### src/design/res_pkg.sv
package res_pkg;

    // Port width of every sample field
    localparam int DATA_W      = 32;
    // Significant bits of a sample; higher input bits are ignored
    localparam int SAMPLE_BITS = 32;
    // Width of the squared error accumulator
    localparam int SUM_W       = 2 * DATA_W;
    // Fraction bits of the relative error (Q16.16)
    localparam int FRAC_BITS   = 16;
    // Dividend of the relative error division: error shifted up by the fraction
    localparam int DIVD_W      = DATA_W + FRAC_BITS;
    localparam int DIV_CNT_W   = $clog2(DIVD_W);

    // Queue between front and back
    localparam int QUEUE_DEPTH = 4;
    localparam int QPTR_W      = $clog2(QUEUE_DEPTH);
    localparam int QCNT_W      = $clog2(QUEUE_DEPTH + 1);

    // One classified sample pair
    typedef struct packed {
        logic signed [DATA_W-1:0] orig;   // sign-extended original
        logic [DATA_W-1:0]        err;    // |restored - original|
        logic [DATA_W-1:0]        mag;    // |original|
        logic                     zero;   // original is zero: no relative error
        logic                     last;   // closes the block
    } res_item_t;

    // Queue status seen by the front and the back
    typedef struct packed {
        logic full;
        logic empty;
    } res_q_status_t;

    // Back part sequencer
    typedef enum logic [1:0] {
        BK_IDLE,
        BK_DIV,
        BK_UPDATE
    } res_back_state_t;

endpackage

### src/design/reconstruction_error_stats_top.sv
// Per-block error statistics of a lossy round trip.
// Input channel (sample_valid / sample_stall): one transaction is an original
// sample, its reconstruction and block_end, which marks the last pair of a block.
// Output channel (result_valid / result_stall): one transaction per block, sent
// after the pair marked block_end, carrying value range, peak absolute error,
// saturating squared error sum, peak relative error (Q16.16) and a sum
// saturation flag.
// The back part takes one pair at a time: a load, the bit-serial relative
// error divider (48 quotient bits, one per cycle) and an update step. A
// four-entry queue lets the front take up to four pairs ahead.
// With an empty queue, the closing pair passes the queue, the load, the
// divider and the update step before result_valid rises.
// Reset clears the queue, the sequencer, the running statistics and the output
// valid flag. While the receiver stalls, the result holds; the back part keeps
// working on pairs that do not close a block and waits at the next block end,
// and the input stalls once the queue is full.
module reconstruction_error_stats_top (
    input  logic                              clk,
    input  logic                              rst_n,
    input  logic                              sample_valid,
    output logic                              sample_stall,
    input  logic signed [res_pkg::DATA_W-1:0] original_sample,
    input  logic signed [res_pkg::DATA_W-1:0] restored_sample,
    input  logic                              block_end,
    output logic                              result_valid,
    input  logic                              result_stall,
    output logic signed [res_pkg::DATA_W-1:0] largest_value,
    output logic signed [res_pkg::DATA_W-1:0] smallest_value,
    output logic [res_pkg::DATA_W-1:0]        value_span,
    output logic [res_pkg::DATA_W-1:0]        peak_abs_error,
    output logic [res_pkg::SUM_W-1:0]         squared_error_sum,
    output logic [res_pkg::DATA_W-1:0]        peak_rel_error,
    output logic                              error_sum_saturated
);
    import res_pkg::*;

    res_item_t     front_item, queue_item;
    res_q_status_t q_status;
    logic          push, pop;

    // Front: take and classify pairs
    res_front u_front (
        .sample_valid    (sample_valid),
        .sample_stall    (sample_stall),
        .original_sample (original_sample),
        .restored_sample (restored_sample),
        .block_end       (block_end),
        .q_status        (q_status),
        .push            (push),
        .item            (front_item)
    );

    // Queue between the two parts
    res_queue u_queue (
        .clk      (clk),
        .rst_n    (rst_n),
        .push     (push),
        .item_in  (front_item),
        .pop      (pop),
        .item_out (queue_item),
        .status   (q_status)
    );

    // Back: divide, accumulate, report
    res_back u_back (
        .clk                 (clk),
        .rst_n               (rst_n),
        .item                (queue_item),
        .q_status            (q_status),
        .pop                 (pop),
        .result_valid        (result_valid),
        .result_stall        (result_stall),
        .largest_value       (largest_value),
        .smallest_value      (smallest_value),
        .value_span          (value_span),
        .peak_abs_error      (peak_abs_error),
        .squared_error_sum   (squared_error_sum),
        .peak_rel_error      (peak_rel_error),
        .error_sum_saturated (error_sum_saturated)
    );

endmodule

### src/design/res_front.sv
module res_front (
    input  logic                              sample_valid,
    output logic                              sample_stall,
    input  logic signed [res_pkg::DATA_W-1:0] original_sample,
    input  logic signed [res_pkg::DATA_W-1:0] restored_sample,
    input  logic                              block_end,
    input  res_pkg::res_q_status_t            q_status,
    output logic                              push,
    output res_pkg::res_item_t                item
);
    import res_pkg::*;

    localparam int EXT_SHIFT = DATA_W - SAMPLE_BITS;

    logic signed [DATA_W-1:0] orig_ext;
    logic signed [DATA_W-1:0] rest_ext;
    logic signed [DATA_W:0]   diff;

    // Keep the significant bits only, sign-extended from the top one
    assign orig_ext = (original_sample <<< EXT_SHIFT) >>> EXT_SHIFT;
    assign rest_ext = (restored_sample <<< EXT_SHIFT) >>> EXT_SHIFT;

    // Error in one extra bit so the difference cannot wrap
    assign diff = $signed({rest_ext[DATA_W-1], rest_ext}) - $signed({orig_ext[DATA_W-1], orig_ext});

    // Classify the pair for the back part
    always_comb
    begin
        item.orig = orig_ext;
        item.err  = diff[DATA_W] ? DATA_W'(-diff) : diff[DATA_W-1:0];
        item.mag  = orig_ext[DATA_W-1] ? DATA_W'(-orig_ext) : orig_ext;
        item.zero = (orig_ext == '0);
        item.last = block_end;
    end

    // A transaction is taken whenever the queue has room
    assign sample_stall = q_status.full;
    assign push         = sample_valid && !q_status.full;

endmodule

### src/design/res_queue.sv
module res_queue (
    input  logic                   clk,
    input  logic                   rst_n,
    input  logic                   push,
    input  res_pkg::res_item_t     item_in,
    input  logic                   pop,
    output res_pkg::res_item_t     item_out,
    output res_pkg::res_q_status_t status
);
    import res_pkg::*;

    res_item_t         slot_reg [QUEUE_DEPTH];
    logic [QPTR_W-1:0] head_reg, head_next;
    logic [QPTR_W-1:0] tail_reg, tail_next;
    logic [QCNT_W-1:0] count_reg, count_next;
    logic              do_push, do_pop;

    assign status.full  = (count_reg == QCNT_W'(QUEUE_DEPTH));
    assign status.empty = (count_reg == '0);
    assign do_push      = push && !status.full;
    assign do_pop       = pop && !status.empty;
    assign item_out     = slot_reg[head_reg];

    // Pointer and fill count
    always_comb
    begin
        head_next  = do_pop  ? QPTR_W'(head_reg + 1'b1) : head_reg;
        tail_next  = do_push ? QPTR_W'(tail_reg + 1'b1) : tail_reg;
        count_next = count_reg;
        if (do_push && !do_pop)
        begin
            count_next = QCNT_W'(count_reg + 1'b1);
        end
        else if (do_pop && !do_push)
        begin
            count_next = QCNT_W'(count_reg - 1'b1);
        end
    end

    always_ff @(posedge clk or negedge rst_n)
    begin
        if (!rst_n)
        begin
            head_reg  <= '0;
            tail_reg  <= '0;
            count_reg <= '0;
        end
        else
        begin
            head_reg  <= head_next;
            tail_reg  <= tail_next;
            count_reg <= count_next;
        end
    end

    // Storage
    always_ff @(posedge clk)
    begin
        if (do_push)
        begin
            slot_reg[tail_reg] <= item_in;
        end
    end

endmodule

### src/design/res_back.sv
module res_back (
    input  logic                              clk,
    input  logic                              rst_n,
    input  res_pkg::res_item_t                item,
    input  res_pkg::res_q_status_t            q_status,
    output logic                              pop,
    output logic                              result_valid,
    input  logic                              result_stall,
    output logic signed [res_pkg::DATA_W-1:0] largest_value,
    output logic signed [res_pkg::DATA_W-1:0] smallest_value,
    output logic [res_pkg::DATA_W-1:0]        value_span,
    output logic [res_pkg::DATA_W-1:0]        peak_abs_error,
    output logic [res_pkg::SUM_W-1:0]         squared_error_sum,
    output logic [res_pkg::DATA_W-1:0]        peak_rel_error,
    output logic                              error_sum_saturated
);
    import res_pkg::*;

    res_back_state_t state_reg, state_next;

    // Working item and divider
    res_item_t          cur_reg;
    logic [DATA_W:0]    rem_reg;
    logic [DIVD_W-1:0]  dvd_reg;
    logic [DIV_CNT_W-1:0] cnt_reg;
    logic [SUM_W-1:0]   sq_reg;

    // Running block statistics
    logic signed [DATA_W-1:0] max_reg, min_reg;
    logic [DATA_W-1:0]        peak_reg, rel_reg;
    logic [SUM_W-1:0]         sum_reg;
    logic                     ovf_reg, first_reg;

    // Output register
    logic                     res_valid_reg;
    logic signed [DATA_W-1:0] res_max_reg, res_min_reg;
    logic [DATA_W-1:0]        res_span_reg, res_peak_reg, res_rel_reg;
    logic [SUM_W-1:0]         res_sum_reg;
    logic                     res_ovf_reg;

    logic                     out_free, div_step, commit, emit;
    logic [DATA_W:0]          trial, rem_next;
    logic                     fits;
    logic [SUM_W-1:0]         sq_next;
    logic [SUM_W:0]           sum_ext;
    logic signed [DATA_W-1:0] max_next, min_next;
    logic [DATA_W-1:0]        peak_next, rel_next, quot_sat;
    logic [SUM_W-1:0]         sum_next;
    logic                     ovf_next;

    assign out_free = !res_valid_reg || !result_stall;

    // Sequencer: next state
    always_comb
    begin
        state_next = state_reg;
        case (state_reg)
            BK_IDLE:
            begin
                if (!q_status.empty)
                begin
                    state_next = BK_DIV;
                end
            end
            BK_DIV:
            begin
                if (cnt_reg == '0)
                begin
                    state_next = BK_UPDATE;
                end
            end
            BK_UPDATE:
            begin
                if (!cur_reg.last || out_free)
                begin
                    state_next = BK_IDLE;
                end
            end
            default:
            begin
                state_next = BK_IDLE;
            end
        endcase
    end

    // Sequencer: outputs
    always_comb
    begin
        pop      = 1'b0;
        div_step = 1'b0;
        commit   = 1'b0;
        case (state_reg)
            BK_IDLE:   pop      = !q_status.empty;
            BK_DIV:    div_step = 1'b1;
            BK_UPDATE: commit   = !cur_reg.last || out_free;
            default:   pop      = 1'b0;
        endcase
    end

    assign emit = commit && cur_reg.last;

    always_ff @(posedge clk or negedge rst_n)
    begin
        if (!rst_n)
        begin
            state_reg <= BK_IDLE;
        end
        else
        begin
            state_reg <= state_next;
        end
    end

    // Restoring division step: one quotient bit a cycle
    assign trial    = {rem_reg[DATA_W-1:0], dvd_reg[DIVD_W-1]};
    assign fits     = (trial >= {1'b0, cur_reg.mag});
    assign rem_next = fits ? (trial - {1'b0, cur_reg.mag}) : trial;
    assign sq_next  = cur_reg.err * cur_reg.err;

    always_ff @(posedge clk)
    begin
        if (pop)
        begin
            cur_reg <= item;
            rem_reg <= '0;
            dvd_reg <= {item.err, {FRAC_BITS{1'b0}}};
            cnt_reg <= DIV_CNT_W'(DIVD_W - 1);
        end
        else if (div_step)
        begin
            rem_reg <= rem_next;
            dvd_reg <= {dvd_reg[DIVD_W-2:0], fits};
            cnt_reg <= DIV_CNT_W'(cnt_reg - 1'b1);
            sq_reg  <= sq_next;
        end
    end

    // Statistics update for the finished item
    always_comb
    begin
        max_next  = (first_reg || (cur_reg.orig > max_reg)) ? cur_reg.orig : max_reg;
        min_next  = (first_reg || (cur_reg.orig < min_reg)) ? cur_reg.orig : min_reg;
        peak_next = (cur_reg.err > peak_reg) ? cur_reg.err : peak_reg;
        sum_ext   = {1'b0, sum_reg} + {1'b0, sq_reg};
        sum_next  = sum_ext[SUM_W] ? {SUM_W{1'b1}} : sum_ext[SUM_W-1:0];
        ovf_next  = ovf_reg || sum_ext[SUM_W];
        quot_sat  = (|dvd_reg[DIVD_W-1:DATA_W]) ? {DATA_W{1'b1}} : dvd_reg[DATA_W-1:0];
        rel_next  = (!cur_reg.zero && (quot_sat > rel_reg)) ? quot_sat : rel_reg;
    end

    // Running state; a block end returns it to the reset values
    always_ff @(posedge clk or negedge rst_n)
    begin
        if (!rst_n)
        begin
            max_reg   <= '0;
            min_reg   <= '0;
            peak_reg  <= '0;
            sum_reg   <= '0;
            rel_reg   <= '0;
            ovf_reg   <= 1'b0;
            first_reg <= 1'b1;
        end
        else if (emit)
        begin
            max_reg   <= '0;
            min_reg   <= '0;
            peak_reg  <= '0;
            sum_reg   <= '0;
            rel_reg   <= '0;
            ovf_reg   <= 1'b0;
            first_reg <= 1'b1;
        end
        else if (commit)
        begin
            max_reg   <= max_next;
            min_reg   <= min_next;
            peak_reg  <= peak_next;
            sum_reg   <= sum_next;
            rel_reg   <= rel_next;
            ovf_reg   <= ovf_next;
            first_reg <= 1'b0;
        end
    end

    // Output valid
    always_ff @(posedge clk or negedge rst_n)
    begin
        if (!rst_n)
        begin
            res_valid_reg <= 1'b0;
        end
        else if (emit)
        begin
            res_valid_reg <= 1'b1;
        end
        else if (!result_stall)
        begin
            res_valid_reg <= 1'b0;
        end
    end

    // Output payload
    always_ff @(posedge clk)
    begin
        if (emit)
        begin
            res_max_reg  <= max_next;
            res_min_reg  <= min_next;
            res_span_reg <= DATA_W'(max_next - min_next);
            res_peak_reg <= peak_next;
            res_sum_reg  <= sum_next;
            res_rel_reg  <= rel_next;
            res_ovf_reg  <= ovf_next;
        end
    end

    assign result_valid        = res_valid_reg;
    assign largest_value       = res_max_reg;
    assign smallest_value      = res_min_reg;
    assign value_span          = res_span_reg;
    assign peak_abs_error      = res_peak_reg;
    assign squared_error_sum   = res_sum_reg;
    assign peak_rel_error      = res_rel_reg;
    assign error_sum_saturated = res_ovf_reg;

endmodule

### config.mk
export PLATFORM = sky130hd
export DESIGN_NAME = reconstruction_error_stats_top
export DESIGN_NICKNAME = d
export VERILOG_FILES = /design/src/design/res_pkg.sv /design/src/design/reconstruction_error_stats_top.sv /design/src/design/res_front.sv /design/src/design/res_queue.sv /design/src/design/res_back.sv
export SDC_FILE = /design/constraint.sdc
export NUM_CORES = 2
export LEC_CHECK = 0
export BUFFER_PORTS_ARGS = -buffer_cell sky130_fd_sc_hd__buf_2
export CAP_MARGIN = 20
export CORE_UTILIZATION = 35
export DETAILED_ROUTE_END_ITERATION = 12
export SLEW_MARGIN = 20
export SYNTH_ARGS = -nofsm -noshare
export SYNTH_HDL_FRONTEND = slang
export SYNTH_SLANG_ARGS = --single-unit
### constraint.sdc
create_clock -name clk -period 8.21 [get_ports clk]
set_clock_uncertainty 0.1 [all_clocks]
set_input_delay 1.642 -clock clk [delete_from_list [all_inputs] [get_ports clk]]
set_output_delay 1.642 -clock clk [all_outputs]
set_load 0.02 [all_outputs]
; ---- After elaboration in Yosys (flattened, before gate mapping)
; Memories as Yosys holds them, arrays and structs flattened.
; Index checks and enable logic that the tools add are counted.
[totals]
n_memories = 1
elab_cells = 123
latchBits = 0
ram_bits = 392
output_inout_bits = 227
in_bits = 69
rom_bits = 0
register_bits = 677
[op_classes]
n_bitwise = 1
shifts = 0
n_eq_ne = 7
addsub = 11
n_lt_le_gt_ge = 5
mul = 1
mux = 38
n_reduce_logical = 30
n_div = 0
[memory_table]
columns = memory, depth, word_bits, rd, rd_ports_with_merged_regs, write_ports, line
row1 = u_queue.slot_reg, 4, 98, 1, 0, 1, res_queue.sv:12  ; res_item_t slot_reg [QUEUE_DEPTH];
[op_table]
columns = operator, count
row1 = 2-to-1 mux 32 bit, 16
row2 = 2-to-1 mux 64 bit, 3
row3 = > comparator 32 bit, 3
row4 = 2-to-1 mux 48 bit, 2
row5 = adder 64 x 64 -> 65 bit, 1
row6 = multiplier 32 x 32 -> 64 bit, 1
row7 = negator 32 bit, 2
row8 = subtractor 32 bit, 2
row9 = >= comparator 33 x 32 -> 1 bit, 1
row10 = subtractor 32 x 32 -> 33 bit, 1
row11 = logical NOT 32 bit, 1
row12 = < comparator 32 bit, 1
row13 = OR reduction 16 bit, 1
row14 = 2-to-1 mux 1 bit, 11
row15 = logical NOT 1 bit, 8
row16 = logical AND 1 bit, 7
row17 = logical NOT 6 bit, 1
row18 = 2-to-1 mux 2 bit, 3
row19 = 2-to-1 mux 3 bit, 2
row20 = "inequality test 2 x 1 -> 1 bit, second input constant", 3
row21 = case mux 2 bit (3 select lines), 1
row22 = nonzero test 2 bit, 3
row23 = "subtractor 6 x 1 -> 6 bit, second input constant", 1
row24 = logical OR 1 bit, 5
row25 = other kinds (12), 13

; ---- Logic depth before layout (Yosys ltp)
[depth]
word_depth = 8
depth_mapped = 31
mapped_depth_nobuf = 29

; ---- Hierarchy
; Synthesis repeated with hierarchy kept, for this count alone.
[hier_totals]
hier_cells = 7271
hier_area_um2 = 82011.2
[modules_own_cells]
columns = mod, cells_per_inst, instances, area_per_inst_um2, seq_area_each_um2
row1 = res_back, 6139, 1, 63334.5, 18564.1
row2 = res_queue, 548, 1, 14662.8, 11946.5
row3 = res_front, 584, 1, 4013.8, 0.0

; ---- Worst setup path before layout
; Ideal clock, no wire load.
[synth_path]
path_kind = register -> register
startpoint = reg u_back.cur_reg[36] (netlist bit)
endpoint = reg u_back.sq_reg[60] (data pin)
t_required_ns = 7.836
path_slack_ns = 0.161
arrival_time_ns = 7.675
setup_time_ns = 0.274
n_path_buf = 3
stages_incl_launch_ff = 27
path_cell_list = edfxtp_1 clkbuf_1 buf_1 nand2_1 fa_1 inv_1 fa_1 fa_1 inv_1 fa_1 inv_1 fa_1 fa_1 fa_1 fa_1 ha_1 clkbuf_1 nand4_1 or3_1 a2111oi_0 o211ai_1 o21ai_1 a41oi_1 o21bai_1 a21oi_1 o41ai_1 xor2_1
[synth_via]
elab_chain_len = 1
[synth_rtl]
columns = element, line
row1 = "start, declared", res_back.sv:22  ; res_item_t cur_reg;
row2 = "start signal, assigned", res_back.sv:124  ; cur_reg <= item;
row3 = multiplier 32 x 32 -> 64 bit, res_back.sv:118  ; assign sq_next = cur_reg.err * cur_reg.err;
row4 = named net u_back.sq_next[60], res_back.sv:44  ; logic [SUM_W-1:0] sq_next;
row5 = "end signal, assigned", res_back.sv:134  ; sq_reg <= sq_next;
row6 = "end, declared", res_back.sv:26  ; logic [SUM_W-1:0] sq_reg;
; The timed path passes the listed nets, and every way through them passes these cells.
; A chain may end at the register's enable or synchronous reset.

; ---- Worst setup path after layout
[layout_path]
startpoint = reg u_back.cur_reg[48] (netlist bit)
endpoint = reg u_back.sq_reg[62] (data pin)
; The elaborated chain is that of the path after synthesis.

==> key figures <==
Job
  • Max-cap violations: 0

Placed design
  • DP HPWL: 176000 um
  • Port bufs: 295
  • RD Place Congestion: 0.9298
  • Placed cell areas: 87390 um^2

Clock network
  • Clk sinks: 1063
  • Root buf cell: clkbuf_16
  • Cts bufs inserted: 115
  • Max clock buf depth: 3
  • Clock transition at path regs: 70 ps
  • CTS tree: yes
  • H-tree level count: 3
  • Worst-Skew Late Latency: 800 ps
  • Hold buffers post-CTS: 0

Routing
  • First-pass DRT Iterations: 5
  • 1st-iter DRT viols: 4027
  • Residual DRC: 0
  • Post-DRT Antenna Nets: 0
  • Via density: 5.147
  • Wire per inst: 21.39 um
  • Post-Route WL: 229200 um
  • Vias: 55155

STA
  • Final Max Tran Viols: 0
  • Highest Clock Rate: 0.1254 GHz
  • Final Hold Fails: 0
  • Final period util: 0.9717
  • Worst slew margin: 0.2558
  • Setup tns final: 0 ps
  • Worst Tran Pin Value: 1088 ps
  • Final setup viols: 0
  • RSZ-0062 raised after global routing: yes
  • Fin crit period: 7977 ps

Hold path
  • Hold Path Depth: 2
  • Hold Path Sink: u_back.rem_reg[18]$_SDFFE_PP0P_
  • Hold WC Path Type: flip-flop to flip-flop
  • HP Start: u_back.rem_reg[18]$_SDFFE_PP0P_

Logic synthesis
  • Number of synthesized flops with an enable pin: 805
  • Multiplexer share of the synthesized area: 0.03897
  • Mapped Cells: 7201
  • Post-Syn Area: 80940 um^2
  • Seq cells post-synth: 1063
  • Async SR Flop Fraction: 0.1919
  • Simple-gate share of the synthesized area: 0.08799
  • Unique masters post-synth: 105
  • Adder-cell share of the synthesized area: 0.2880
  • Largest family of logic cells by synthesized area: adder cells
  • Synth warn: 0
  • Mapped Nets: 8655
  • Post-Syn Area per Cell: 11.24 um^2
  • Area leader, netlist: edfxtp_1
  • Top post-synthesis cells by count: inv_1, edfxtp_1, fa_1
  • Top FF cell, synth: edfxtp_1
  • Top-area cell type share of the netlist area: 0.2987
  • Compound-gate portion of the synthesized area: 0.1041
  • Post-synthesis sequential area ratio: 0.3751
  • Synth area leaders: edfxtp_1, fa_1, ha_1
  • Most numerous cell in the Yosys netlist: inv_1
  • Synth Area in XOR/XNOR: 0.03223

Final layout
  • Reg area: 30370 um^2
  • Area delta synth->final: 13.54%
  • Final nets: 9037
  • Share of post-route cells with drive strength above 1: 0.1273
  • Final design area excluding fillers: 91900 um^2
  • Filler instances: 22051
  • Footprint of the multi-input gates: 44990 um^2
  • Largest register FFs: 388

Worst setup path
  • Cell mode on critical path: fa_1
  • CP Data Required Time: 8590 ps
  • Buf+Inv Stages, Crit Path: 6
  • Setup CP Type: flip-flop to flip-flop
  • Startpoint types: flip-flop
  • Critical Path Sink Type: flip-flop
  • Reg2Reg Launch Point: u_back.cur_reg[48]$_DFFE_PP_
  • Reg2Reg Setup Slack: 230 ps
  • CP top delay family: adder cells
  • Max incr delay on CP: 600 ps
  • Slowest CP cell: fa_2
  • Reg2reg path depth: 26
  • Critical-path maximum fanout: 13
  • CP arrival: 8360 ps
  • Worst setup path startpoint: u_back.cur_reg[48]$_DFFE_PP_
  • R2R Path End: u_back.sq_reg[62]$_DFFE_PP_

Floorplan
  • IO Pins: 296
  • Die area: 233200 um^2
  • Placeable core region: 229900 um^2
  • Initial Utilization: 0.3521
  • Row Count: 176
  • Chip Width: 482.9 um
  • Die height: 482.9 um

GRT
  • Initial antenna violation count: 9
  • Total GRT Usage: 0.1939
  • Vias in the first global route: 56732
  • Largest net degree at the start of global routing: 128
  • Global-route wire length before repair: 344600 um
  • Grt ovf: 0

Run status
  • Status: completed
[cell type report]
type                    instances  share of cell area
multi-input cells            4571              0.4896
flip-flops and latches       1063              0.3305
inverters                    1287             0.05272
repair buffers                545             0.04326
well taps                    3026             0.04120
clock buffers                 156             0.03465
clock inverters                61            0.007992
diodes                          6           0.0001634
[layer usage]
metal / GRT usage / vias to the layer above / routed length (um)
met5: 0 / - / 11
met3: 0.02470 / 337 / 12210
met4: 0.07311 / 2 / 9063
li1: - / 25146 / -
met2: 0.3224 / 1548 / 109200
met1: 0.2579 / 28122 / 98730
[cell families (layout without fill, tap and decap cells)]
| kind of cell | count (synthesis) | count (layout) |
|---|---|---|
| buf+inv | 1567 | 2049 |
| simple gates | 1453 | 1453 |
| fa+ha+maj | 1385 | 1385 |
| compound gates | 1245 | 1245 |
| flops | 1063 | 1063 |
| xor+xnor | 297 | 297 |
| mux | 191 | 191 |
| other cells | 0 | 6 |
[worst max-delay path by stage]
stage	cells past startpoint	endpoint
after floorplan	26	u_back.sq_reg[60]$_DFFE_PP_
after global placement	25	u_back.sq_reg[60]$_DFFE_PP_
after detailed placement	25	u_back.sq_reg[60]$_DFFE_PP_
after CTS	25	u_back.sq_reg[60]$_DFFE_PP_
after global routing	27	u_back.sq_reg[62]$_DFFE_PP_
final	26	u_back.sq_reg[62]$_DFFE_PP_
[through the flow]
stage                     hold slack (ps)  utilization  instances  worst slack, ps
after floorplan                     336.1            -       7201            161.2
after global placement              361.2       0.3801      10472           -258.2
after detailed placement            366.0       0.3801      10472           -307.3
after CTS                           376.7       0.3973      10690            8.082
after global routing                405.9       0.3997      10711           -63.68
final                               378.7       0.3997      10715            232.6
[worst register-to-register path, stage by stage, from the launching register on]
cell	delay, ps
edfxtp_1	440
buf_4	190
clkbuf_16	190
and2_1	160
fa_1	540
inv_1	80
fa_1	540
inv_1	50
fa_1	490
fa_1	520
fa_1	560
fa_1	460
fa_2	600
fa_1	430
ha_1	330
a21oi_1	180
o21ai_1	140
a211oi_2	200
nand2_1	80
o211ai_1	390
o21ai_2	130
buf_4	170
a31oi_4	180
buf_4	150
o21ai_0	100
a21o_1	200
xor2_1	140
[layout by cell type, fill, tap and decap left out, types with 186 or more instances in the layout]
cell type / count
a21oi_1: 288
and2_1: 237
buf_2: 294
buf_4: 199
dfrtp_1: 201
edfxtp_1: 805
fa_1: 788
ha_1: 584
inv_1: 1282
nand2_1: 514
nor2_1: 265
o21ai_0: 206
xnor2_1: 186
[timing repair]
action / 4_1_cts / 5_1_grt
setup buffers: 1 / 12
gates resized for setup: 7 / 64
endpoints found under the setup margin: 9 / 14
endpoints found under the hold margin: 0 / 0
cloned: 0 / 7
pin swaps: 1 / 19
Power is left out: the tool's default activity adds up to more than one toggle a clock period on the data nets, which glitch-free logic cannot reach.
